### src/hw/rtl/minmax_contrast_stretch_defines.svh
// assertion macros for the min-max contrast stretch block
// no dependencies
`ifndef MINMAX_CONTRAST_STRETCH_DEFINES_SVH
`define MINMAX_CONTRAST_STRETCH_DEFINES_SVH

// same-cycle implication
`define MMCS_ASSERT_NOW(label, clk, rst, a, b) \
   label: assert property (@(posedge clk) disable iff (rst) (a) |-> (b)) \
      else $error("assertion failed");

// next-cycle implication
`define MMCS_ASSERT_NEXT(label, clk, rst, a, b) \
   label: assert property (@(posedge clk) disable iff (rst) (a) |=> (b)) \
      else $error("assertion failed");

`endif

### src/hw/rtl/mmcs_pkg.sv
// shared types and constants of the min-max contrast stretch block
// no dependencies
`default_nettype none
package mmcs_pkg;
   localparam logic CMD_MEASURE = 1'b0;
   localparam logic CMD_MAP     = 1'b1;
   localparam logic [7:0] BYTE_MAX = 8'd255;

   typedef struct packed {
      logic busy;
      logic dividing;
   } back_status_type;
endpackage
`default_nettype wire

### src/hw/rtl/minmax_contrast_stretch.sv
// Min-max contrast stretch to 8 bits. Measure samples (tuser[0] low) update the running
// minimum and maximum at one per cycle; map samples (tuser[0] high) queue and each gives
// one byte. In the back end a flat-frame map sample goes from IDLE straight to OUT, one
// whose byte saturates passes PREP and CHK, and any other also runs the 8-step restoring
// divider in DIV. A two-entry queue lets measure samples and further map samples be taken
// while the back end divides.
// depends on mmcs_pkg, mmcs_front, mmcs_fifo, mmcs_back and the defines header
`default_nettype none
`include "minmax_contrast_stretch_defines.svh"
module minmax_contrast_stretch #(
   parameter int FRAC_BITS   = 8,
   parameter int SAMPLE_BITS = 32
) (
   input  wire logic                               clock,
   input  wire logic                               reset,
   input  wire logic                               req_tvalid,
   output logic                                    req_tready,
   input  wire logic [((SAMPLE_BITS+7)/8)*8-1:0]   req_tdata, // sample
   input  wire logic [1:0]                         req_tuser, // command, first_of_frame
   output logic                                    rsp_tvalid,
   input  wire logic                               rsp_tready,
   output logic [7:0]                              rsp_tdata, // pixel_byte
   output logic                                    rsp_tuser  // flat_frame
);
   localparam int EW = 2 * SAMPLE_BITS + 11;

   logic                      push_valid, push_ready, pop_valid, pop_ready;
   logic [EW-1:0]             push_data, pop_data;
   mmcs_pkg::back_status_type status;

   mmcs_front #(.FRAC_BITS(FRAC_BITS), .SAMPLE_BITS(SAMPLE_BITS), .EW(EW)) u_front (
      .clock, .reset,
      .in_valid(req_tvalid), .in_ready(req_tready),
      .command(req_tuser[0]), .first_of_frame(req_tuser[1]),
      .sample(req_tdata[SAMPLE_BITS-1:0]),
      .q_valid(push_valid), .q_ready(push_ready), .q_data(push_data)
   );

   mmcs_fifo #(.WIDTH(EW)) u_fifo (
      .clock, .reset,
      .push_valid, .push_ready, .push_data,
      .pop_valid, .pop_ready, .pop_data
   );

   mmcs_back #(.SAMPLE_BITS(SAMPLE_BITS), .EW(EW)) u_back (
      .clock, .reset,
      .q_valid(pop_valid), .q_ready(pop_ready), .q_data(pop_data),
      .out_valid(rsp_tvalid), .out_ready(rsp_tready),
      .pixel_byte(rsp_tdata), .flat_frame(rsp_tuser), .status
   );

   `MMCS_ASSERT_NOW(a_no_push_full, clock, reset, push_valid && !push_ready, !req_tready)
   `MMCS_ASSERT_NEXT(a_pop_busy, clock, reset, pop_valid && pop_ready, status.busy)
   `MMCS_ASSERT_NOW(a_result_idle_div, clock, reset, rsp_tvalid, !status.dividing)
endmodule
`default_nettype wire

### src/hw/rtl/mmcs_fifo.sv
// two-entry queue between front and back
// no dependencies
`default_nettype none
module mmcs_fifo #(
   parameter int WIDTH = 75
) (
   input  wire logic             clock,
   input  wire logic             reset,
   input  wire logic             push_valid,
   output logic                  push_ready,
   input  wire logic [WIDTH-1:0] push_data,
   output logic                  pop_valid,
   input  wire logic             pop_ready,
   output logic [WIDTH-1:0]      pop_data
);
   logic [WIDTH-1:0] mem_ff [2];
   logic             wr_ptr_ff, rd_ptr_ff;
   logic [1:0]       count_ff;
   logic             do_push, do_pop;

   assign push_ready = (count_ff != 2'd2);
   assign pop_valid  = (count_ff != 2'd0);
   assign pop_data   = mem_ff[rd_ptr_ff];
   assign do_push    = push_valid && push_ready;
   assign do_pop     = pop_valid && pop_ready;

   always_ff @(posedge clock) begin
      if (reset) begin
         wr_ptr_ff <= 1'b0;
         rd_ptr_ff <= 1'b0;
         count_ff  <= 2'd0;
      end else begin
         if (do_push) wr_ptr_ff <= ~wr_ptr_ff;
         if (do_pop) rd_ptr_ff <= ~rd_ptr_ff;
         count_ff <= count_ff + {1'b0, do_push} - {1'b0, do_pop};
      end
      if (do_push) mem_ff[wr_ptr_ff] <= push_data;
   end
endmodule
`default_nettype wire

### src/hw/rtl/mmcs_front.sv
// front: accepts samples, tracks min and max, queues map work
// depends on mmcs_pkg
`default_nettype none
module mmcs_front #(
   parameter int FRAC_BITS   = 8,
   parameter int SAMPLE_BITS = 32,
   parameter int EW          = 2 * SAMPLE_BITS + 11
) (
   input  wire logic                   clock,
   input  wire logic                   reset,
   input  wire logic                   in_valid,
   output logic                        in_ready,
   input  wire logic                   command,
   input  wire logic                   first_of_frame,
   input  wire logic [SAMPLE_BITS-1:0] sample,
   output logic                        q_valid,
   input  wire logic                   q_ready,
   output logic [EW-1:0]               q_data
);
   localparam logic signed [SAMPLE_BITS-1:0] MAX_POS = {1'b0, {(SAMPLE_BITS-1){1'b1}}};

   logic signed [SAMPLE_BITS-1:0] min_ff, min_in, max_ff, max_in, base_min, base_max, s;
   logic signed [SAMPLE_BITS:0]   diff, spread;
   logic [SAMPLE_BITS-1:0]        whole;
   logic [7:0]                    flat_byte;
   logic                          flat, accept;

   assign s        = $signed(sample);
   assign in_ready = (command != mmcs_pkg::CMD_MAP) || q_ready;
   assign accept   = in_valid && in_ready;
   assign q_valid  = in_valid && (command == mmcs_pkg::CMD_MAP);

   always_comb begin
      base_min = first_of_frame ? MAX_POS : min_ff;
      base_max = first_of_frame ? '0 : max_ff;
      min_in   = min_ff;
      max_in   = max_ff;
      if (accept && command == mmcs_pkg::CMD_MEASURE) begin
         min_in = (s < base_min) ? s : base_min;
         max_in = (s > base_max) ? s : base_max;
      end
   end

   always_comb begin
      diff   = {s[SAMPLE_BITS-1], s} - {min_ff[SAMPLE_BITS-1], min_ff};
      spread = {max_ff[SAMPLE_BITS-1], max_ff} - {min_ff[SAMPLE_BITS-1], min_ff};
      flat   = (max_ff == min_ff);
      whole  = $unsigned(min_ff >>> FRAC_BITS);
      if (min_ff[SAMPLE_BITS-1]) flat_byte = 8'd0;
      else if (whole > SAMPLE_BITS'(mmcs_pkg::BYTE_MAX)) flat_byte = mmcs_pkg::BYTE_MAX;
      else flat_byte = whole[7:0];
   end

   assign q_data = {flat, flat_byte, spread, diff};

   always_ff @(posedge clock) begin
      if (reset) begin
         min_ff <= MAX_POS;
         max_ff <= '0;
      end else begin
         min_ff <= min_in;
         max_ff <= max_in;
      end
   end
endmodule
`default_nettype wire

### src/hw/rtl/mmcs_back.sv
// back: scales queued samples to bytes with an 8-step restoring divider
// depends on mmcs_pkg
`default_nettype none
module mmcs_back #(
   parameter int SAMPLE_BITS = 32,
   parameter int EW          = 2 * SAMPLE_BITS + 11
) (
   input  wire logic                    clock,
   input  wire logic                    reset,
   input  wire logic                    q_valid,
   output logic                         q_ready,
   input  wire logic [EW-1:0]           q_data,
   output logic                         out_valid,
   input  wire logic                    out_ready,
   output logic [7:0]                   pixel_byte,
   output logic                         flat_frame,
   output mmcs_pkg::back_status_type    status
);
   localparam int W = SAMPLE_BITS + 12;

   typedef enum logic [2:0] {IDLE, PREP, CHK, DIV, OUT} state_type;

   state_type              state_ff, state_in;
   logic signed [W-1:0]    rem_ff, rem_in, den_ff, den_in;
   logic signed [W-1:0]    diff_w, dist_w, n, dabs;
   logic [SAMPLE_BITS:0]   diff_ff, diff_in, dist_ff, dist_in;
   logic [2:0]             cnt_ff, cnt_in;
   logic [7:0]             byte_ff, byte_in;
   logic                   flat_ff, flat_in;

   assign q_ready    = (state_ff == IDLE);
   assign out_valid  = (state_ff == OUT);
   assign pixel_byte = byte_ff;
   assign flat_frame = flat_ff;
   assign status.busy     = (state_ff != IDLE);
   assign status.dividing = (state_ff == DIV);

   always_comb begin
      diff_w = W'($signed(diff_ff));
      dist_w = W'($signed(dist_ff));
      n      = (diff_w <<< 8) - diff_w;
      dabs   = dist_w;
      if (dist_w < 0) begin
         n    = -n;
         dabs = -dist_w;
      end
   end

   always_comb begin
      state_in = state_ff;
      rem_in   = rem_ff;
      den_in   = den_ff;
      diff_in  = diff_ff;
      dist_in  = dist_ff;
      cnt_in   = cnt_ff;
      byte_in  = byte_ff;
      flat_in  = flat_ff;
      case (state_ff)
         IDLE: begin
            if (q_valid) begin
               diff_in = q_data[SAMPLE_BITS:0];
               dist_in = q_data[2*SAMPLE_BITS+1:SAMPLE_BITS+1];
               byte_in = q_data[2*SAMPLE_BITS+9:2*SAMPLE_BITS+2];
               flat_in = q_data[2*SAMPLE_BITS+10];
               state_in = q_data[2*SAMPLE_BITS+10] ? OUT : PREP;
            end
         end
         PREP: begin
            rem_in   = (n <<< 1) + dabs;
            den_in   = dabs <<< 1;
            state_in = CHK;
         end
         CHK: begin
            if (rem_ff < 0) begin
               byte_in  = 8'd0;
               state_in = OUT;
            end else if (rem_ff >= (den_ff <<< 8)) begin
               byte_in  = mmcs_pkg::BYTE_MAX;
               state_in = OUT;
            end else begin
               den_in   = den_ff <<< 7;
               cnt_in   = 3'd7;
               byte_in  = 8'd0;
               state_in = DIV;
            end
         end
         DIV: begin
            if (rem_ff >= den_ff) begin
               rem_in  = rem_ff - den_ff;
               byte_in = {byte_ff[6:0], 1'b1};
            end else begin
               byte_in = {byte_ff[6:0], 1'b0};
            end
            den_in = den_ff >>> 1;
            cnt_in = cnt_ff - 3'd1;
            if (cnt_ff == 3'd0) state_in = OUT;
         end
         OUT: begin
            if (out_ready) state_in = IDLE;
         end
         default: state_in = IDLE;
      endcase
   end

   always_ff @(posedge clock) begin
      if (reset) state_ff <= IDLE;
      else state_ff <= state_in;
      rem_ff  <= rem_in;
      den_ff  <= den_in;
      diff_ff <= diff_in;
      dist_ff <= dist_in;
      cnt_ff  <= cnt_in;
      byte_ff <= byte_in;
      flat_ff <= flat_in;
   end
endmodule
`default_nettype wire

### config.mk
export PLATFORM = sky130hd
export DESIGN_NAME = minmax_contrast_stretch
export DESIGN_NICKNAME = d
export VERILOG_FILES = /design/src/hw/rtl/mmcs_pkg.sv /design/src/hw/rtl/minmax_contrast_stretch.sv /design/src/hw/rtl/mmcs_fifo.sv /design/src/hw/rtl/mmcs_front.sv /design/src/hw/rtl/mmcs_back.sv
export VERILOG_INCLUDE_DIRS = /design/src /design/src/hw/rtl
export SDC_FILE = /design/constraint.sdc
export NUM_CORES = 1
export LEC_CHECK = 0
export ABC_AREA = 0
export BUFFER_PORTS_ARGS = -buffer_cell sky130_fd_sc_hd__buf_2
export CAP_MARGIN = 15
export CORE_MARGIN = 5
export CORE_UTILIZATION = 65
export DETAILED_ROUTE_END_ITERATION = 8
export PLACE_DENSITY = 0.82
export SYNTH_ARGS = -nofsm -noshare
export SYNTH_HDL_FRONTEND = slang
export SYNTH_SLANG_ARGS = --single-unit
### constraint.sdc
create_clock -name clock -period 10.2 [get_ports clock]
set_input_delay 2.04 -clock clock [delete_from_list [all_inputs] [get_ports clock]]
set_output_delay 2.04 -clock clock [all_outputs]
set_load 0.05 [all_outputs]
==> metrics.md <==
| Metric | Value |
|---|---|
| Status | completed |
| Buffers on Ports | 48 |
| Worst r2r src | u_back.diff_ff[0]$_DFFE_PP_ |
| CTS clk-pin slew, worst paths | 0.07 ns |
| Final worst path period share | 67.4% |
| Io pins | 49 |
| Fin. max-slew vios | 0 |
| WHS Endpoint | u_front.max_ff[0]$_SDFFE_PP0P_ |
| Met3 Resource Use GR | 3.16% |
| GR peak layer | met2 |
| Met1 layer usage reported by global route | 38.8% |
| Placement Rows | 77 |
| H-Tree Depth | 2 |
| Post-route ant nets | 0 |
| FF-to-FF End | u_back.rem_ff[43]$_DFFE_PP_ |
| CP required | 10.48 ns |
| Via density | 6.28 |
| WP data arrival | 7.16 ns |
| Total track usage | 29.4% |
| CTS sink count | 388 |
| Clock period minus worst slack | 6.88 ns |
| Post-CTS Setup Inserts | 0 |
| Detailed Route WL | 71300 um |
| DRC viols | 0 |
| GRT Residual Overflow | 0 |
| Post-CTS sizing | 0 |
| Seq cells post-synth | 388 |
| Layout fillers | 3306 |
| Vias | 22.7k |
| Maxcap violations | 0 |
| Die width | 220 um |
| Post-Synthesis Cells | 2965 |
| CTS Root Cell | clkbuf_16 |
| Ys flop type | edfxtp_1 |
| Hold Path Stages | 2 |
| Normalized max-slew margin | 25.1% |
| R2R depth | 23 |
| Vias in the first global route | 22.3k |
| Final Setup Violations | 0 |
| Layout area overhead | 7.55% |
| DRC violation total after the first TritonRoute iteration | 1922 |
| Sequential Area | 0.0109 sq mm |
| RSZ-0062 raised after global routing | false |
| Syn avg cell area | 9.67 sq um |
| Synth warnings | 0 |
| Largest net degree at the start of global routing | 78 |
| Initial antenna violation count | 0 |
| Fin Setup TNS | 0 ns |
| Asr flop ratio synth | 0% |
| Hold buffer count at cts | 0 |
| Core area | 0.0439 sq mm |
| Gpl congestion | 0.977 |
| HP Class | flip-flop to flip-flop |
| Fin. Hold Viols | 0 |
| Multi-input logic area | 0.0168 sq mm |
| Share of layout cells above drive strength 1 | 7.94% |
| Crit path launch type | flip-flop |
| Effective utilization at floorplan | 65.3% |
| Met2 GRT Util | 50.3% |
| First drt pass iteration count | 6 |
| Clock skew | 0.0183 ns |
| Num CTS Buffers | 41 |
| Final WS setup | 3.32 ns |
| Place WS | 3.49 ns |
| Clk_lat worst skew | 0.57 ns |
| Antenna fix cells | 0 |
| Critical path capture point type | flip-flop |
| Die Span Y | 220 um |
| Post-synthesis cell area | 0.0287 sq mm |
| Worst Max-Slew Pin Slew | 1.12 ns |
| Critical Path Fanout Max | 13 |
| Final nets | 3320 |
| Fmax | 0.145 GHz |
| WL per Instance | 19.7 um |
| Post-DP HPWL | 55300 um |
| Synth unique cells | 84 |
| CTS tree | done |
| First-pass GRT wire length | 115000 um |
| Post-synth EDFFs | 316 |
| Reg2Reg Setup Slack | 3.32 ns |
| Die area | 0.0484 sq mm |
| Hold_sp | u_front.max_ff[0]$_SDFFE_PP0P_ |
| Maximum buffer depth of the clock tree | 3 |
| Worst setup path class | flip-flop to flip-flop |
| Sequential area share after synthesis | 38.1% |
area by class of cell:
cell class              instances  share of cell area (%)
clock buffers                  51                    3.55
clock inverters                24                   0.710
inverters                     177                    2.15
multi-input cells            2316                    54.4
flip-flops and latches        388                    35.5
well taps                     592                    2.40
repair buffers                 65                    1.27
per-stage QoR:
stage                     hold WS, ns  util [%]  instance area [sq um]  instances
after floorplan                 0.438         -                  28700       2975
after global placement          0.449      67.1                  29500       3536
after detailed placement        0.459      67.1                  29500       3536
after CTS                       0.469      70.1                  30800       3611
after global routing            0.513      70.2                  30800       3613
final                           0.468      70.2                  30800       3613
placed cells by master (no fill, tap or decap), types with 18 or more instances in the layout:
| cell type | count |
|---|---|
| ha_1 | 289 |
| o21ai_0 | 160 |
| nor4_1 | 19 |
| inv_1 | 177 |
| xnor2_1 | 154 |
| o31ai_1 | 32 |
| nand2_1 | 184 |
| buf_2 | 48 |
| mux2i_1 | 81 |
| dfxtp_1 | 70 |
| a21oi_1 | 209 |
| mux2_2 | 67 |
| nor2b_1 | 34 |
| o21bai_1 | 27 |
| clkbuf_16 | 42 |
| o22a_1 | 31 |
| o21a_1 | 37 |
| o211ai_1 | 21 |
| edfxtp_1 | 316 |
| a211oi_1 | 18 |
| xor2_1 | 70 |
| a21o_1 | 131 |
| nand4_1 | 47 |
| nand2b_1 | 105 |
| or3_1 | 21 |
| a31oi_1 | 31 |
| nand3_1 | 43 |
| nor2_1 | 237 |
| nor3_1 | 44 |
critical path, cell delays in order (launching register included):
cell,delay [ns]
edfxtp_1,0.56
ha_1,0.46
or4b_4,0.55
nor4_4,0.42
o32a_1,0.36
o211a_1,0.20
a2111oi_0,0.06
dlymetal6s2s_1,0.21
nor4_1,0.37
nand2_1,0.09
or4_4,0.51
o31ai_1,0.28
xnor2_1,0.16
ha_1,0.31
a21o_1,0.21
a21o_1,0.17
a21oi_1,0.23
a21oi_1,0.12
nor3_1,0.35
a21oi_1,0.18
a221o_1,0.38
a21oi_1,0.17
xnor2_1,0.14
mux2i_1,0.10
synthesized netlist by cell type, drive strengths merged, types with 15 or more instances:
master  number  area (sq um)
xnor2      154          1350
buf         24           111
o211ai      21           158
ha         289          3620
nand4       47           294
mux2        67           754
o21bai      27           203
a21oi      212          1060
nor2       237           890
a31oi       32           206
and3        17           106
nor3        46           235
o21ai      161           806
a21o       131           983
nand3       44           220
o21a        37           278
edfxtp     316          9490
nand2b     105           657
nand2      184           691
a21boi      15           113
xor2        70           613
or3         23           154
clkbuf      70           263
nor2b       36           225
inv        177           664
mux2i       81           811
a211oi      19           148
or4         15           124
o31ai       34           274
dfxtp       72          1440
nor4        22           159
o22a        31           272
and2        18           113
kinds of logic after synthesis:
family	Yosys count	share of synthesized area (%)
multiplexers	148	5.46
AO/OA/AOI/OAI	805	18.4
adder cells (fa/ha/maj)	293	12.9
AND/OR/NAND/NOR	835	14.7
XOR/XNOR	224	6.84
buffers and inverters	271	3.62
flip-flops	388	38.1
other	1	0.0131
layer usage:
metal / wire (um) / up-vias
li1: - / 11000
met1: 31000 / 10800
met2: 34000 / 722
met3: 3330 / 178
met4: 3060 / 0
met5: 0 / -
worst max path at each step:
stage                                          from                       endpoint  slack [ns]
floorplan           u_back.state_ff[0]$_SDFFE_PP0P_  u_fifo.count_ff[1]$_SDFF_PP0_        1.42
global placement        u_back.diff_ff[0]$_DFFE_PP_    u_back.rem_ff[38]$_DFFE_PP_        3.64
detailed placement      u_back.diff_ff[0]$_DFFE_PP_    u_back.rem_ff[43]$_DFFE_PP_        3.49
CTS                     u_back.diff_ff[0]$_DFFE_PP_    u_back.rem_ff[43]$_DFFE_PP_        3.46
global route            u_back.diff_ff[0]$_DFFE_PP_    u_back.rem_ff[43]$_DFFE_PP_        2.92
finish                  u_back.diff_ff[0]$_DFFE_PP_    u_back.rem_ff[43]$_DFFE_PP_        3.32
registers in the layout, summed over array words and instances (netlist names), 3 cells and up, named ones only:
register,flops
u_front.min_ff,32
u_back.dist_ff,33
u_back.den_ff,44
u_front.max_ff,32
u_back.pixel_byte,8
u_fifo.mem_ff,150
u_back.diff_ff,33
u_back.rem_ff,44
u_back.cnt_ff,3
u_back.state_ff,3
Power is left out: the tool's default activity adds up to more than one toggle a clock period on the data nets, which glitch-free logic cannot reach.
